<file path="config.mk">
export PLATFORM = sky130hd
export DESIGN_NAME = infix_expression_evaluator_top
export DESIGN_NICKNAME = d
export VERILOG_FILES = /design/src/rtl/core/iee_pkg.sv /design/src/rtl/core/iee_datapath.sv /design/src/rtl/core/iee_ctrl.sv /design/src/rtl/core/infix_expression_evaluator_top.sv
export SDC_FILE = /design/constraint.sdc
export NUM_CORES = 2
export LEC_CHECK = 0
export BUFFER_PORTS_ARGS = -buffer_cell sky130_fd_sc_hd__clkbuf_2
export CORE_AREA = 2 2 374 376
export DETAILED_ROUTE_END_ITERATION = 12
export DIE_AREA = 0 0 376 378
export HOLD_SLACK_MARGIN = 0.06
export MAX_ROUTING_LAYER = met4
export SYNTH_ARGS = -nofsm -noshare
export SYNTH_HDL_FRONTEND = slang
export SYNTH_HIERARCHICAL = 1
export SYNTH_SLANG_ARGS = --single-unit
</file>
<file path="constraint.sdc">
create_clock -name i_clk -period 25.4 [get_ports i_clk]
set_input_delay 2.54 -clock i_clk [delete_from_list [all_inputs] [get_ports i_clk]]
set_output_delay 2.54 -clock i_clk [all_outputs]
set_load 0.01 [all_outputs]
</file>
<file path="src/rtl/core/iee_pkg.sv">
// shared types and constants for the infix expression evaluator
package iee_pkg;

    localparam int FracBits   = 32;
    localparam int NumberBits = 31;
    localparam int ValueBits  = 64;

    localparam logic [2:0] OP_MARK = 3'd0;
    localparam logic [2:0] OP_ADD  = 3'd1;
    localparam logic [2:0] OP_SUB  = 3'd2;
    localparam logic [2:0] OP_MUL  = 3'd3;
    localparam logic [2:0] OP_DIV  = 3'd4;

    localparam logic [7:0] CH_ZERO  = 8'h30;
    localparam logic [7:0] CH_NINE  = 8'h39;
    localparam logic [7:0] CH_PLUS  = 8'h2b;
    localparam logic [7:0] CH_MINUS = 8'h2d;
    localparam logic [7:0] CH_STAR  = 8'h2a;
    localparam logic [7:0] CH_SLASH = 8'h2f;

    localparam logic [ValueBits-1:0] VAL_MAX = {1'b0, {(ValueBits-1){1'b1}}};
    localparam logic [ValueBits-1:0] VAL_MIN = {1'b1, {(ValueBits-1){1'b0}}};

    // controller to datapath
    typedef struct packed {
        logic       load;      // take a new character
        logic       finish;    // accumulate a digit or push the pending number
        logic       flush;     // push the pending number at end of line
        logic       push_op;   // push the decoded operator
        logic       red_start; // pop operator and operands, start arithmetic
        logic       red_step;  // advance multicycle arithmetic
        logic       red_done;  // push the arithmetic result
        logic       clear;     // back to the reset state
    } t_cmd;

    // datapath to controller
    typedef struct packed {
        logic       is_digit;
        logic       is_op;
        logic       can_reduce; // top operator binds at least as tight as the new one
        logic       ops_left;   // anything above the marker
        logic       arith_busy;
    } t_status;

    function automatic logic [1:0] prec(input logic [2:0] op);
        return (op == OP_MUL || op == OP_DIV) ? 2'd2 : 2'd1;
    endfunction

endpackage

</file>
<file path="src/rtl/core/iee_datapath.sv">
// stacks, number accumulator and shift-add multiply / restoring divide unit
module iee_datapath (
    input  logic                          i_clk,
    input  logic                          i_rst_n,
    input  logic [7:0]                    i_char_code,
    input  iee_pkg::t_cmd                 i_cmd,
    output iee_pkg::t_status              o_status,
    output logic [iee_pkg::ValueBits-1:0] o_result,
    output logic                          o_dbz
);
    localparam int W = iee_pkg::ValueBits;
    localparam int F = iee_pkg::FracBits;
    localparam int N = iee_pkg::NumberBits;

    logic [7:0]   r_char;
    logic [2:0]   r_ops [3];
    logic [1:0]   r_op_cnt;
    logic [W-1:0] r_vals [3];
    logic [1:0]   r_val_cnt;
    logic [N-1:0] r_acc;
    logic         r_in_num;
    logic         r_dbz;

    // arithmetic unit
    logic [2:0]     r_aop;
    logic [W-1:0]   r_lhs, r_rhs;
    logic           r_neg;
    logic [W-1:0]   r_x, r_d;       // magnitudes
    logic [2*W-1:0] r_num;          // dividend shift / product
    logic [W:0]     r_rem;
    logic [W-1:0]   r_q;
    logic           r_ovf;
    logic [7:0]     r_cnt;
    logic           r_busy;

    logic [2:0] dec_op;
    logic       is_digit;

    always_comb begin
        case (r_char)
            iee_pkg::CH_PLUS:  dec_op = iee_pkg::OP_ADD;
            iee_pkg::CH_MINUS: dec_op = iee_pkg::OP_SUB;
            iee_pkg::CH_STAR:  dec_op = iee_pkg::OP_MUL;
            iee_pkg::CH_SLASH: dec_op = iee_pkg::OP_DIV;
            default:           dec_op = iee_pkg::OP_MARK;
        endcase
    end

    assign is_digit = (r_char >= iee_pkg::CH_ZERO) && (r_char <= iee_pkg::CH_NINE);

    logic [2:0] top_op;
    assign top_op = r_ops[r_op_cnt - 2'd1];

    assign o_status.is_digit   = is_digit;
    assign o_status.is_op      = dec_op != iee_pkg::OP_MARK;
    assign o_status.ops_left   = r_op_cnt > 2'd1;
    assign o_status.can_reduce = (r_op_cnt > 2'd1) &&
                                 (iee_pkg::prec(top_op) >= iee_pkg::prec(dec_op));
    assign o_status.arith_busy = r_busy;

    assign o_result = (r_val_cnt != 2'd0) ? r_vals[r_val_cnt - 2'd1] : '0;
    assign o_dbz    = r_dbz;

    // digit accumulate with saturation
    logic [N+3:0] acc_next;
    logic [N-1:0] acc_sat;
    always_comb begin
        acc_next = {r_acc, 3'b000} + {2'b00, r_acc, 1'b0}
                 + {{(N){1'b0}}, r_char[3:0] - iee_pkg::CH_ZERO[3:0]};
        acc_sat  = (acc_next > {4'b0000, {N{1'b1}}}) ? {N{1'b1}} : acc_next[N-1:0];
    end

    // operand fetch at reduce start
    logic [W-1:0] f_rhs, f_lhs;
    logic [1:0]   f_cnt;
    always_comb begin
        f_rhs = '0;
        f_lhs = '0;
        f_cnt = r_val_cnt;
        if (f_cnt != 2'd0) begin
            f_rhs = r_vals[f_cnt - 2'd1];
            f_cnt = f_cnt - 2'd1;
        end
        if (f_cnt != 2'd0) begin
            f_lhs = r_vals[f_cnt - 2'd1];
            f_cnt = f_cnt - 2'd1;
        end
    end

    function automatic logic [W-1:0] mag(input logic [W-1:0] v);
        return v[W-1] ? (~v + 1'b1) : v;
    endfunction

    function automatic logic [W-1:0] from_mag(input logic [W-1:0] m, input logic neg,
                                              input logic ovf);
        logic [W-1:0] r;
        if (neg) begin
            if (ovf || m[W-1]) r = iee_pkg::VAL_MIN;
            else r = ~m + 1'b1;
        end else begin
            if (ovf || m[W-1]) r = iee_pkg::VAL_MAX;
            else r = m;
        end
        return r;
    endfunction

    // add / subtract with saturation
    logic [W-1:0] b_eff, sum;
    logic         sum_ovf;
    always_comb begin
        b_eff   = (r_aop == iee_pkg::OP_SUB) ? (~r_rhs + 1'b1) : r_rhs;
        sum     = (r_aop == iee_pkg::OP_SUB) ? (r_lhs - r_rhs) : (r_lhs + r_rhs);
        if (r_aop == iee_pkg::OP_SUB)
            sum_ovf = (r_lhs[W-1] != r_rhs[W-1]) && (sum[W-1] != r_lhs[W-1]);
        else
            sum_ovf = (r_lhs[W-1] == b_eff[W-1]) && (sum[W-1] != r_lhs[W-1]);
    end

    // one restoring divide step, and one shift-add multiply step
    logic [W:0]   rem_sh, rem_sub;
    logic         div_bit;
    logic [2*W-1:0] mul_add;
    always_comb begin
        rem_sh  = {r_rem[W-1:0], r_num[2*W-1]};
        div_bit = rem_sh >= {1'b0, r_d};
        rem_sub = div_bit ? (rem_sh - {1'b0, r_d}) : rem_sh;
        mul_add = r_num + (r_d[r_cnt[5:0]] ? ({{W{1'b0}}, r_x} << r_cnt[5:0]) : '0);
    end

    logic [W-1:0] arith_res;
    logic         mul_hi_ovf;
    always_comb begin
        mul_hi_ovf = |r_num[2*W-1:W+F];
        case (r_aop)
            iee_pkg::OP_ADD, iee_pkg::OP_SUB:
                arith_res = sum_ovf ? (r_lhs[W-1] ? iee_pkg::VAL_MIN : iee_pkg::VAL_MAX)
                                    : sum;
            iee_pkg::OP_MUL:
                arith_res = from_mag(r_num[W+F-1:F], r_neg, mul_hi_ovf);
            default: begin
                if (r_rhs == '0)
                    arith_res = (r_lhs == '0) ? '0 :
                                (r_lhs[W-1] ? iee_pkg::VAL_MIN : iee_pkg::VAL_MAX);
                else
                    arith_res = from_mag(r_q, r_neg, r_ovf);
            end
        endcase
    end

    always_ff @(posedge i_clk) begin
        if (!i_rst_n || i_cmd.clear) begin
            r_op_cnt  <= 2'd1;
            r_val_cnt <= 2'd0;
            r_acc     <= '0;
            r_in_num  <= 1'b0;
            r_dbz     <= 1'b0;
            r_busy    <= 1'b0;
            r_ops[0]  <= iee_pkg::OP_MARK;
        end else begin
            if (i_cmd.load) begin
                r_char <= i_char_code;
            end
            if (i_cmd.load && (i_char_code >= iee_pkg::CH_ZERO)
                           && (i_char_code <= iee_pkg::CH_NINE)) begin
                r_in_num <= 1'b1;
            end
            if (i_cmd.finish && is_digit) begin
                r_acc <= acc_sat;
            end else if ((i_cmd.finish || i_cmd.flush) && r_in_num) begin
                if (r_val_cnt < 2'd3) begin
                    r_vals[r_val_cnt] <= {{(W-N-F){1'b0}}, r_acc, {F{1'b0}}};
                    r_val_cnt         <= r_val_cnt + 2'd1;
                end
                r_in_num <= 1'b0;
                r_acc    <= '0;
            end
            if (i_cmd.push_op && r_op_cnt < 2'd3) begin
                r_ops[r_op_cnt] <= dec_op;
                r_op_cnt        <= r_op_cnt + 2'd1;
            end
            if (i_cmd.red_start) begin
                r_aop     <= top_op;
                r_op_cnt  <= r_op_cnt - 2'd1;
                r_val_cnt <= f_cnt;
                r_lhs     <= f_lhs;
                r_rhs     <= f_rhs;
                r_x       <= mag(f_lhs);
                r_d       <= mag(f_rhs);
                r_neg     <= f_lhs[W-1] != f_rhs[W-1];
                r_rem     <= '0;
                r_q       <= '0;
                r_ovf     <= 1'b0;
                r_cnt     <= '0;
                r_busy    <= (top_op == iee_pkg::OP_MUL) ||
                             ((top_op == iee_pkg::OP_DIV) && (f_rhs != '0));
                if (top_op == iee_pkg::OP_DIV && f_rhs == '0) begin
                    r_dbz <= 1'b1;
                end
                if (top_op == iee_pkg::OP_MUL)
                    r_num <= '0;
                else
                    r_num <= {mag(f_lhs), {W{1'b0}}} >> (W - F);
            end
            if (i_cmd.red_step && r_busy) begin
                if (r_aop == iee_pkg::OP_MUL) begin
                    r_num <= mul_add;
                    r_cnt <= r_cnt + 8'd1;
                    if (r_cnt == 8'(W - 1)) r_busy <= 1'b0;
                end else begin
                    r_rem <= rem_sub;
                    r_num <= {r_num[2*W-2:0], 1'b0};
                    r_cnt <= r_cnt + 8'd1;
                    if (r_cnt < 8'(W)) begin
                        if (div_bit) r_ovf <= 1'b1;
                    end else begin
                        r_q <= {r_q[W-2:0], div_bit};
                    end
                    if (r_cnt == 8'(2*W - 1)) r_busy <= 1'b0;
                end
            end
            if (i_cmd.red_done && r_val_cnt < 2'd3) begin
                r_vals[r_val_cnt] <= arith_res;
                r_val_cnt         <= r_val_cnt + 2'd1;
            end
        end
    end
endmodule

</file>
<file path="src/rtl/core/iee_ctrl.sv">
// sequencing state machine for character handling and reductions
module iee_ctrl (
    input  logic             i_clk,
    input  logic             i_rst_n,
    input  logic             i_in_valid,
    output logic             o_in_ready,
    input  logic             i_end_of_line,
    output logic             o_out_valid,
    input  logic             i_out_ready,
    input  iee_pkg::t_status i_status,
    output iee_pkg::t_cmd    o_cmd
);
    localparam logic [2:0] S_IDLE  = 3'd0;
    localparam logic [2:0] S_FIN   = 3'd1;
    localparam logic [2:0] S_CHK   = 3'd2;
    localparam logic [2:0] S_RUN   = 3'd3;
    localparam logic [2:0] S_PUSH  = 3'd4;
    localparam logic [2:0] S_EOL   = 3'd5;
    localparam logic [2:0] S_OUT   = 3'd6;

    logic [2:0] r_state, n_state;
    logic       r_eol, r_final;

    assign o_in_ready  = r_state == S_IDLE;
    assign o_out_valid = r_state == S_OUT;

    always_comb begin
        n_state = r_state;
        o_cmd   = '0;
        case (r_state)
            S_IDLE: begin
                o_cmd.load = i_in_valid;
                if (i_in_valid) n_state = S_FIN;
            end
            S_FIN: begin
                o_cmd.finish = 1'b1;
                n_state = (!i_status.is_digit && i_status.is_op) ? S_CHK : S_EOL;
            end
            S_CHK: begin
                if (r_final ? i_status.ops_left : i_status.can_reduce) begin
                    o_cmd.red_start = 1'b1;
                    n_state = S_RUN;
                end else begin
                    n_state = r_final ? S_OUT : S_PUSH;
                end
            end
            S_RUN: begin
                o_cmd.red_step = 1'b1;
                if (!i_status.arith_busy) begin
                    o_cmd.red_step = 1'b0;
                    o_cmd.red_done = 1'b1;
                    n_state = S_CHK;
                end
            end
            S_PUSH: begin
                o_cmd.push_op = 1'b1;
                n_state = S_EOL;
            end
            S_EOL: begin
                if (r_eol) begin
                    o_cmd.flush = 1'b1;
                    n_state = S_CHK;
                end else begin
                    n_state = S_IDLE;
                end
            end
            S_OUT: begin
                if (i_out_ready) begin
                    o_cmd.clear = 1'b1;
                    n_state = S_IDLE;
                end
            end
            default: n_state = S_IDLE;
        endcase
    end

    always_ff @(posedge i_clk) begin
        if (!i_rst_n) begin
            r_state <= S_IDLE;
            r_eol   <= 1'b0;
            r_final <= 1'b0;
        end else begin
            r_state <= n_state;
            if (r_state == S_IDLE && i_in_valid) begin
                r_eol   <= i_end_of_line;
                r_final <= 1'b0;
            end
            if (r_state == S_EOL && r_eol) r_final <= 1'b1;
            if (r_state == S_OUT && i_out_ready) r_final <= 1'b0;
        end
    end
endmodule

</file>
<file path="src/rtl/core/infix_expression_evaluator_top.sv">
// top level of the infix expression evaluator
// Takes one expression character per input transaction (i_char_code) with
// i_end_of_line marking the last character of a line. Digits form unsigned
// decimal numbers, + - * / are operators with usual precedence, all other
// characters separate. On the last character of a line one result
// transaction carries o_result_value (signed, 32 fraction bits) and
// o_divide_by_zero.
// Reductions: an operator character also runs every reduction it pops. A
// multiply reduction goes through a shift-add unit, one bit per cycle, a
// divide through a restoring divider, one bit per cycle, over the 128-bit
// shifted dividend; add, subtract and a divide by zero skip the multicycle
// unit. An operator can pop two operators; end of line adds a reduction
// for every operator left before the result is offered.
// One character is processed at a time; o_in_ready is low while busy.
// The result holds on the outputs while i_out_ready is low, and no new
// character is taken until the result transaction completes.
// Reset leaves empty stacks and clears the divide-by-zero flag.
module infix_expression_evaluator_top (
    input  logic        i_clk,
    input  logic        i_rst_n,
    input  logic        i_in_valid,
    output logic        o_in_ready,
    input  logic [7:0]  i_char_code,
    input  logic        i_end_of_line,
    output logic        o_out_valid,
    input  logic        i_out_ready,
    output logic signed [63:0] o_result_value,
    output logic        o_divide_by_zero
);
    iee_pkg::t_cmd    cmd;
    iee_pkg::t_status status;
    logic [iee_pkg::ValueBits-1:0] result;

    iee_ctrl u_ctrl (
        .i_clk         (i_clk),
        .i_rst_n       (i_rst_n),
        .i_in_valid    (i_in_valid),
        .o_in_ready    (o_in_ready),
        .i_end_of_line (i_end_of_line),
        .o_out_valid   (o_out_valid),
        .i_out_ready   (i_out_ready),
        .i_status      (status),
        .o_cmd         (cmd)
    );

    iee_datapath u_dp (
        .i_clk       (i_clk),
        .i_rst_n     (i_rst_n),
        .i_char_code (i_char_code),
        .i_cmd       (cmd),
        .o_status    (status),
        .o_result    (result),
        .o_dbz       (o_divide_by_zero)
    );

    assign o_result_value = $signed(result);

    a_no_overlap: assert property (@(posedge i_clk) disable iff (!i_rst_n)
        !(o_in_ready && o_out_valid)) else $error("ready and result valid together");

    a_out_hold: assert property (@(posedge i_clk) disable iff (!i_rst_n)
        o_out_valid && !i_out_ready |=> o_out_valid && $stable(o_result_value))
        else $error("result changed while stalled");

    a_one_cmd: assert property (@(posedge i_clk) disable iff (!i_rst_n)
        $countones({cmd.red_start, cmd.red_done, cmd.push_op, cmd.clear}) <= 1)
        else $error("conflicting datapath commands");
endmodule
</file>
=== Word-level counts from Yosys, hierarchy flattened ===
Memory sizes are Yosys's and may differ from the RTL's.
Cells that the tools add are included.

* Add/subtract/negate cells: 17
* Order comparisons: 12
* Equal/unequal tests: 27
* Shifts and indexed selects: 1
* Multiplexer cells: 102
* Bitwise gates (word level): 8
* Reductions and logical operators: 50

{| class="wikitable"
|+ Operators by type and width
! kind !! count
|-
| 64-bit two-way mux || 20
|-
| 128-bit two-way mux || 4
|-
| 64-bit by 1-bit adder with 64-bit output, second input constant || 5
|-
| 64-bit inverter || 5
|-
| 65-bit two-way mux || 4
|-
| 64-bit zero test || 3
|-
| 128-bit adder || 1
|-
| 64-bit case mux with 2 select lines || 1
|-
| 64-bit by 6-bit << shifter with 128-bit output || 1
|-
| 96-bit two-way mux || 1
|-
| 31-bit two-way mux || 3
|-
| 65-bit by 64-bit >= comparator with 1-bit output || 1
|-
| 65-bit by 64-bit subtractor with 65-bit output || 1
|-
| 64-bit adder || 1
|-
| 64-bit nonzero test || 1
|-
| 64-bit subtractor || 1
|-
| 63-bit two-way mux || 1
|-
| 1-bit two-way mux || 41
|-
| 8-bit by 6-bit == test with 1-bit output, second input constant || 5
|-
| 34-bit by 32-bit adder with 35-bit output || 1
|-
| 35-bit by 4-bit adder with 35-bit output || 1
|-
| 35-bit by 31-bit greater-than comparator with 1-bit output, second input constant || 1
|-
| 2-bit two-way mux || 16
|-
| 32-bit OR reduction || 1
|-
| other kinds (36) || 97
|}

* Register bits after elaboration: 577
* RAM bits: 201
* Input bits: 13
* Output and inout port bits: 67
* Word-level logic and storage cells: 241
* Memories: 2

{| class="wikitable"
|+ Memories
! memory !! depth !! bits a word !! rd ports !! clocked after Yosys merged registers in !! wr ports !! line !! text
|-
| u_dp.r_vals || 3 || 64 || 2 || 0 || 1 || iee_datapath.sv:18 || <nowiki>logic [W-1:0] r_vals [3];</nowiki>
|-
| u_dp.r_ops || 3 || 3 || 1 || 0 || 1 || iee_datapath.sv:16 || <nowiki>logic [2:0] r_ops [3];</nowiki>
|}

=== Longest topological paths before layout ===
* Word-level depth: 15
* Mapped depth: 31

=== Cells and area by module ===
The synthesis kept the hierarchy.

{| class="wikitable"
|+ By module, submodules not included
! module !! instances !! cells an instance !! area an instance (um^2) !! seq. area each (um^2)
|-
| iee_datapath || 1 || 7331 || 64062.7 || 22741.8
|-
| iee_ctrl || 1 || 54 || 420.4 || 100.1
|}

=== Worst setup path before layout ===
OpenSTA, ideal clock, no wires.

* Kind: input to register
* Start: in i_out_ready
* End: mem u_dp/r_vals[0][0] (netlist name) (enable)
* Setup time: 644 ps
* Arrival time: 9141 ps
* Required time: 24756 ps
* Setup slack: 15615 ps
* Stages: 5
* Cells stage by stage: inv_1 > nor3_1 > nand2b_1 > clkbuf_1 > nor4_1

{| class="wikitable"
|+ RTL lines
! element !! line !! text
|-
| start, declared || infix_expression_evaluator_top.sv:26 || <nowiki>input logic i_out_ready,</nowiki>
|-
| end, declared || iee_datapath.sv:18 ||
|}

=== Worst setup path after layout ===
* Start: reg u_dp.r_cnt[0]
* End: reg u_dp.r_num[127], data pin

* Longest elaborated chain between the ends: 6

{| class="wikitable"
|+ RTL lines
! element !! line !! text
|-
| start, declared || iee_datapath.sv:33 || <nowiki>logic [7:0] r_cnt;</nowiki>
|-
| start signal, assigned || iee_datapath.sv:207 || <nowiki>r_cnt <= r_cnt + 8'd1;</nowiki>
|-
| start signal, assigned || iee_datapath.sv:212 || <nowiki>r_cnt <= r_cnt + 8'd1;</nowiki>
|-
| 1-bit binary-select mux with 6-bit select || iee_datapath.sv:127 || <nowiki>mul_add = r_num + (r_d[r_cnt[5:0]] ? ({{W{1'b0}}, r_x} << r_cnt[5:0]) : '0);</nowiki>
|-
| 1-bit two-way mux (not written as such) || iee_datapath.sv:127 ||
|-
| 128-bit two-way mux * || iee_datapath.sv:127 ||
|-
| 128-bit adder * || iee_datapath.sv:127 ||
|-
| 128-bit two-way mux * || iee_datapath.sv:205 || <nowiki>if (r_aop == iee_pkg::OP_MUL) begin</nowiki>
|-
| 128-bit two-way mux * || iee_datapath.sv:204 || <nowiki>if (i_cmd.red_step && r_busy) begin</nowiki>
|-
| end signal, assigned || iee_datapath.sv:202 || <nowiki>r_num <= {mag(f_lhs), {W{1'b0}}} >> (W - F);</nowiki>
|-
| end signal, assigned || iee_datapath.sv:206 || <nowiki>r_num <= mul_add;</nowiki>
|-
| end signal, assigned || iee_datapath.sv:211 || <nowiki>r_num <= {r_num[2*W-2:0], 1'b0};</nowiki>
|-
| end, declared || iee_datapath.sv:29 || <nowiki>logic [2*W-1:0] r_num;</nowiki>
|}

Every way passes the cells marked *; elsewhere a longest branch is shown, timed or not. The select of a mux whose other input is x is not followed.
A chain may end at the register's enable or synchronous reset.

==> reports/qor.log <==
qor: placed_design.detailedPlacementHpwl 193000 um
qor: clock_network.cts_buffer_depth 3
qor: grt.groute.layer.met3.usage 5.02%
qor: synthesis.postSynth.asyncResetShare 0%
qor: route.drt_wl_total 254000 um
qor: power.ir_worst_vdd 0.0526 mV
qor: synthesis.synth_nets 7734
qor: timing.clock.fmax 0.115 GHz
qor: synthesis.synth.cell_area 0.0645 mm2
qor: synthesis.ys_seq_area_share 35.4%
qor: grt.antenna_found_initial 5
qor: placed_design.placedCellCount 8946
qor: layout.final_common_cell sky130_fd_sc_hd__nor2_1
qor: layout.layoutNonFillerInstCount 9130
qor: power.pwr_density_cell 44.8 mW/mm2
qor: clock_network.cts_resized 0
qor: synthesis.synth-seq-cells 775
qor: timing.slew_violations 0
qor: power.leakage_power 26.6 nW
qor: grt.grt_max_degree 154
qor: timing.timing_worst_slew_pin_value 1.30 ns
qor: timing.final.period_utilization 34.3%
qor: route.post-route-drc-count 0
qor: clock_network.clock_insertion_delay_worst_skew 0.74 ns
qor: synthesis.ys_types 112
qor: layout.stdcell_area 0.0700 mm2
qor: timing.finClkSkew 0.0483 ns
qor: route.detailroute.via_count 59.6k
qor: synthesis.ys_warn_count 6
qor: grt.track_usage 35.7%
qor: setup_path.slowest_stage sky130_fd_sc_hd__edfxtp_1
qor: placed_design.place.port_buffers 79
qor: layout.area_growth 8.58%
qor: timing.finalSetupViolations 0
qor: route.routedWlPerCell 27.8 um
qor: floorplanning.core_area 0.139 mm2
qor: synthesis.synth_cells 7385
qor: grt.grt_first_pass_wirelength 370000 um
qor: setup_path.crit_path_end_kind register
qor: grt.busiest_layer met2
qor: clock_network.clock_tree.htree_level_count 3
qor: floorplanning.start_util 46.6%
qor: route.detailedRoute.firstPassIterationCount 8
qor: clock_network.clkSlewWorstSetupHoldPaths 0.06 ns
qor: synthesis.ys_dominant_reg_cell sky130_fd_sc_hd__edfxtp_1
qor: floorplanning.chipHeight 378 um
qor: hold_path.hold_path_class reg -> reg
qor: setup_path.cp_top_family compound AO/OA/AOI/OAI gates
qor: clock_network.cts-buffers-inserted 96
qor: route.vias_per_cell 6.53
qor: clock_network.clock_tree_from_tritoncts done
qor: timing.max-slew-margin-rel 13.2%
qor: timing.finalCriticalPeriod 8.72 ns
qor: synthesis.avgSynthCellArea 8.73 um2
qor: grt.grtUsageMet2 53.3%
qor: route.drt.antenna.violating_nets 0
qor: grt.groute.layer.met1.usage 48.8%
qor: setup_path.worstSetupPathType reg -> reg
qor: status.run_status completed
qor: layout.finalCoreUtilization 50.6%
qor: clock_network.cts_root_buffer sky130_fd_sc_hd__clkbuf_16
qor: clock_network.cts_num_sinks 775
qor: grt.first_global_vias 54.8k
qor: setup_path.worstPathMaxFanout 63
qor: layout.nets 7586
qor: placed_design.globalplace.congestion 1.08
qor: timing.finalHoldViolations 0
qor: placed_design.placedInstanceArea 0.0665 mm2
qor: setup_path.cpPeakStageDelay 0.66 ns
qor: setup_path.critPathArrivalTime 9.20 ns
qor: floorplanning.io-pin-count 80
qor: clock_network.cts_hold_repair.buffers 0
qor: power.total_power 3.13 mW
qor: clock_network.post-cts-setup-buffers 0
qor: timing.rsz0062_at_grt false
qor: layout.layout.cells.most_common_list sky130_fd_sc_hd__nor2_1, sky130_fd_sc_hd__nand2_1, sky130_fd_sc_hd__edfxtp_1
qor: timing.setup-tns-final 0 ns
qor: setup_path.data_required_time_of_the_critical_path 25.88 ns
qor: floorplanning.fp.dieArea 0.142 mm2
qor: grt.grt_remaining_overflow 0
qor: job.timing.max_cap.violations 0
qor: floorplanning.rows 137
qor: setup_path.cp_num_buf_inv 5
qor: setup_path.worst_path_most_repeated_cell sky130_fd_sc_hd__buf_4
qor: layout.drive_above_1_share 8.28%
qor: floorplanning.die_w 376 um
qor: setup_path.cp-start-kind register
qor: synthesis.synth_edf_count 732
qor: route.drt_iter0_drc 7913
==> final cells by class <==
cell class | instances | area [um2]
clock buffers | 113 | 2540
repair buffers | 214 | 1430
multi-input cells | 5928 | 39100
fillers | 13200 | 68500
clock inverters | 65 | 958
inverters | 222 | 838
well taps | 1807 | 2260
flip-flops and latches | 775 | 22800
diodes | 6 | 15.0
==> sequential cells by signal, summed over array words and instances (netlist names) <==
name / flops
u_dp/r_ovf: 1
u_dp/r_val_cnt: 2
u_dp/r_in_num: 1
u_dp/o_dbz: 1
u_dp/r_lhs: 64
u_dp/r_rhs: 64
u_dp/r_vals: 192
u_ctrl/r_eol: 1
u_dp/r_rem: 64
u_dp/r_x: 63
u_dp/r_busy: 1
u_ctrl/r_final: 1
u_dp/r_q: 64
u_dp/r_d: 63
u_dp/r_ops: 9
u_dp/r_op_cnt: 2
u_dp/r_acc: 31
u_dp/r_aop: 3
u_dp/r_num: 128
u_dp/r_neg: 1
u_dp/r_cnt: 8
u_dp/r_char: 8
u_ctrl/r_state: 3
==> synthesized netlist by cell type (75+ instances only) <==
library cell	number	area share, %
sky130_fd_sc_hd__a211oi_1	177	2.1
sky130_fd_sc_hd__a21o_1	203	2.4
sky130_fd_sc_hd__a21oi_1	658	5.1
sky130_fd_sc_hd__clkbuf_1	351	2.0
sky130_fd_sc_hd__edfxtp_1	732	34
sky130_fd_sc_hd__ha_1	331	6.4
sky130_fd_sc_hd__inv_1	217	1.3
sky130_fd_sc_hd__mux2i_1	233	3.6
sky130_fd_sc_hd__nand2_1	778	4.5
sky130_fd_sc_hd__nand2b_1	107	1.0
sky130_fd_sc_hd__nand3_1	83	0.64
sky130_fd_sc_hd__nand4_1	103	1.0
sky130_fd_sc_hd__nor2_1	805	4.7
sky130_fd_sc_hd__nor3_1	142	1.1
sky130_fd_sc_hd__nor4_1	75	0.73
sky130_fd_sc_hd__o21ai_0	600	4.7
sky130_fd_sc_hd__o21bai_1	76	0.88
sky130_fd_sc_hd__xnor2_1	272	3.7
sky130_fd_sc_hd__xor2_1	256	3.5
==> where the power goes <==
group	internal (mW)	switching, mW	total, mW
clock network	0.917	0.624	1.54
registers	1.40	0.0192	1.42
logic	0.0617	0.113	0.174
total	2.38	0.756	3.13
==> worst paths after layout <==
| check | start | slack [ns] | depth (start not counted) | endpoint |
|---|---|---|---|---|
| worst max register to register | u_dp/r_cnt[0] | 16.68 | 25 | u_dp/r_num[127] |
| worst min register to register | u_dp/r_acc[0] | 0.50 | 2 | u_dp/r_acc[0] |
| worst max-delay path | u_dp/r_cnt[0] | 16.68 | 25 | u_dp/r_num[127] |
| worst min-delay path | u_dp/r_acc[0] | 0.50 | 2 | u_dp/r_acc[0] |
==> per-stage QoR <==
step                      setup WS [ns]  hold slack [ns]
after floorplan                   15.62            0.458
after global placement            17.10            0.486
after detailed placement          17.05            0.494
after CTS                         16.98            0.502
after global routing              16.24            0.547
final                             16.68            0.500
==> cells by family (layout without fill, tap and decap cells) <==
logic type / Yosys count / after routing / share of synthesized area [%]
XOR/XNOR: 530 / 530 / 7.24
flip-flops: 775 / 775 / 35.4
buffers and inverters: 682 / 614 / 4.19
other: 0 / 6 / 0
AND/OR/NAND/NOR: 2435 / 2435 / 17.6
adder cells (fa/ha/maj): 337 / 337 / 6.59
multiplexers: 323 / 323 / 6.48
AO/OA/AOI/OAI: 2303 / 2303 / 22.5
==> metal layers <==
layer | routed length [um] | vias up
met2 | 112000 | 2805
met3 | 21000 | 466
met4 | 11500 | 0
met1 | 110000 | 29200
li1 | - | 27200
met5 | 0 | -
==> tightest hold or removal path, stage by stage (launching register included) <==
cell                       delay [ns]
sky130_fd_sc_hd__dfxtp_1         0.33
sky130_fd_sc_hd__nand2_1         0.06
sky130_fd_sc_hd__a221oi_1        0.06
No activity file was read; power rests on OpenSTA's default activity.
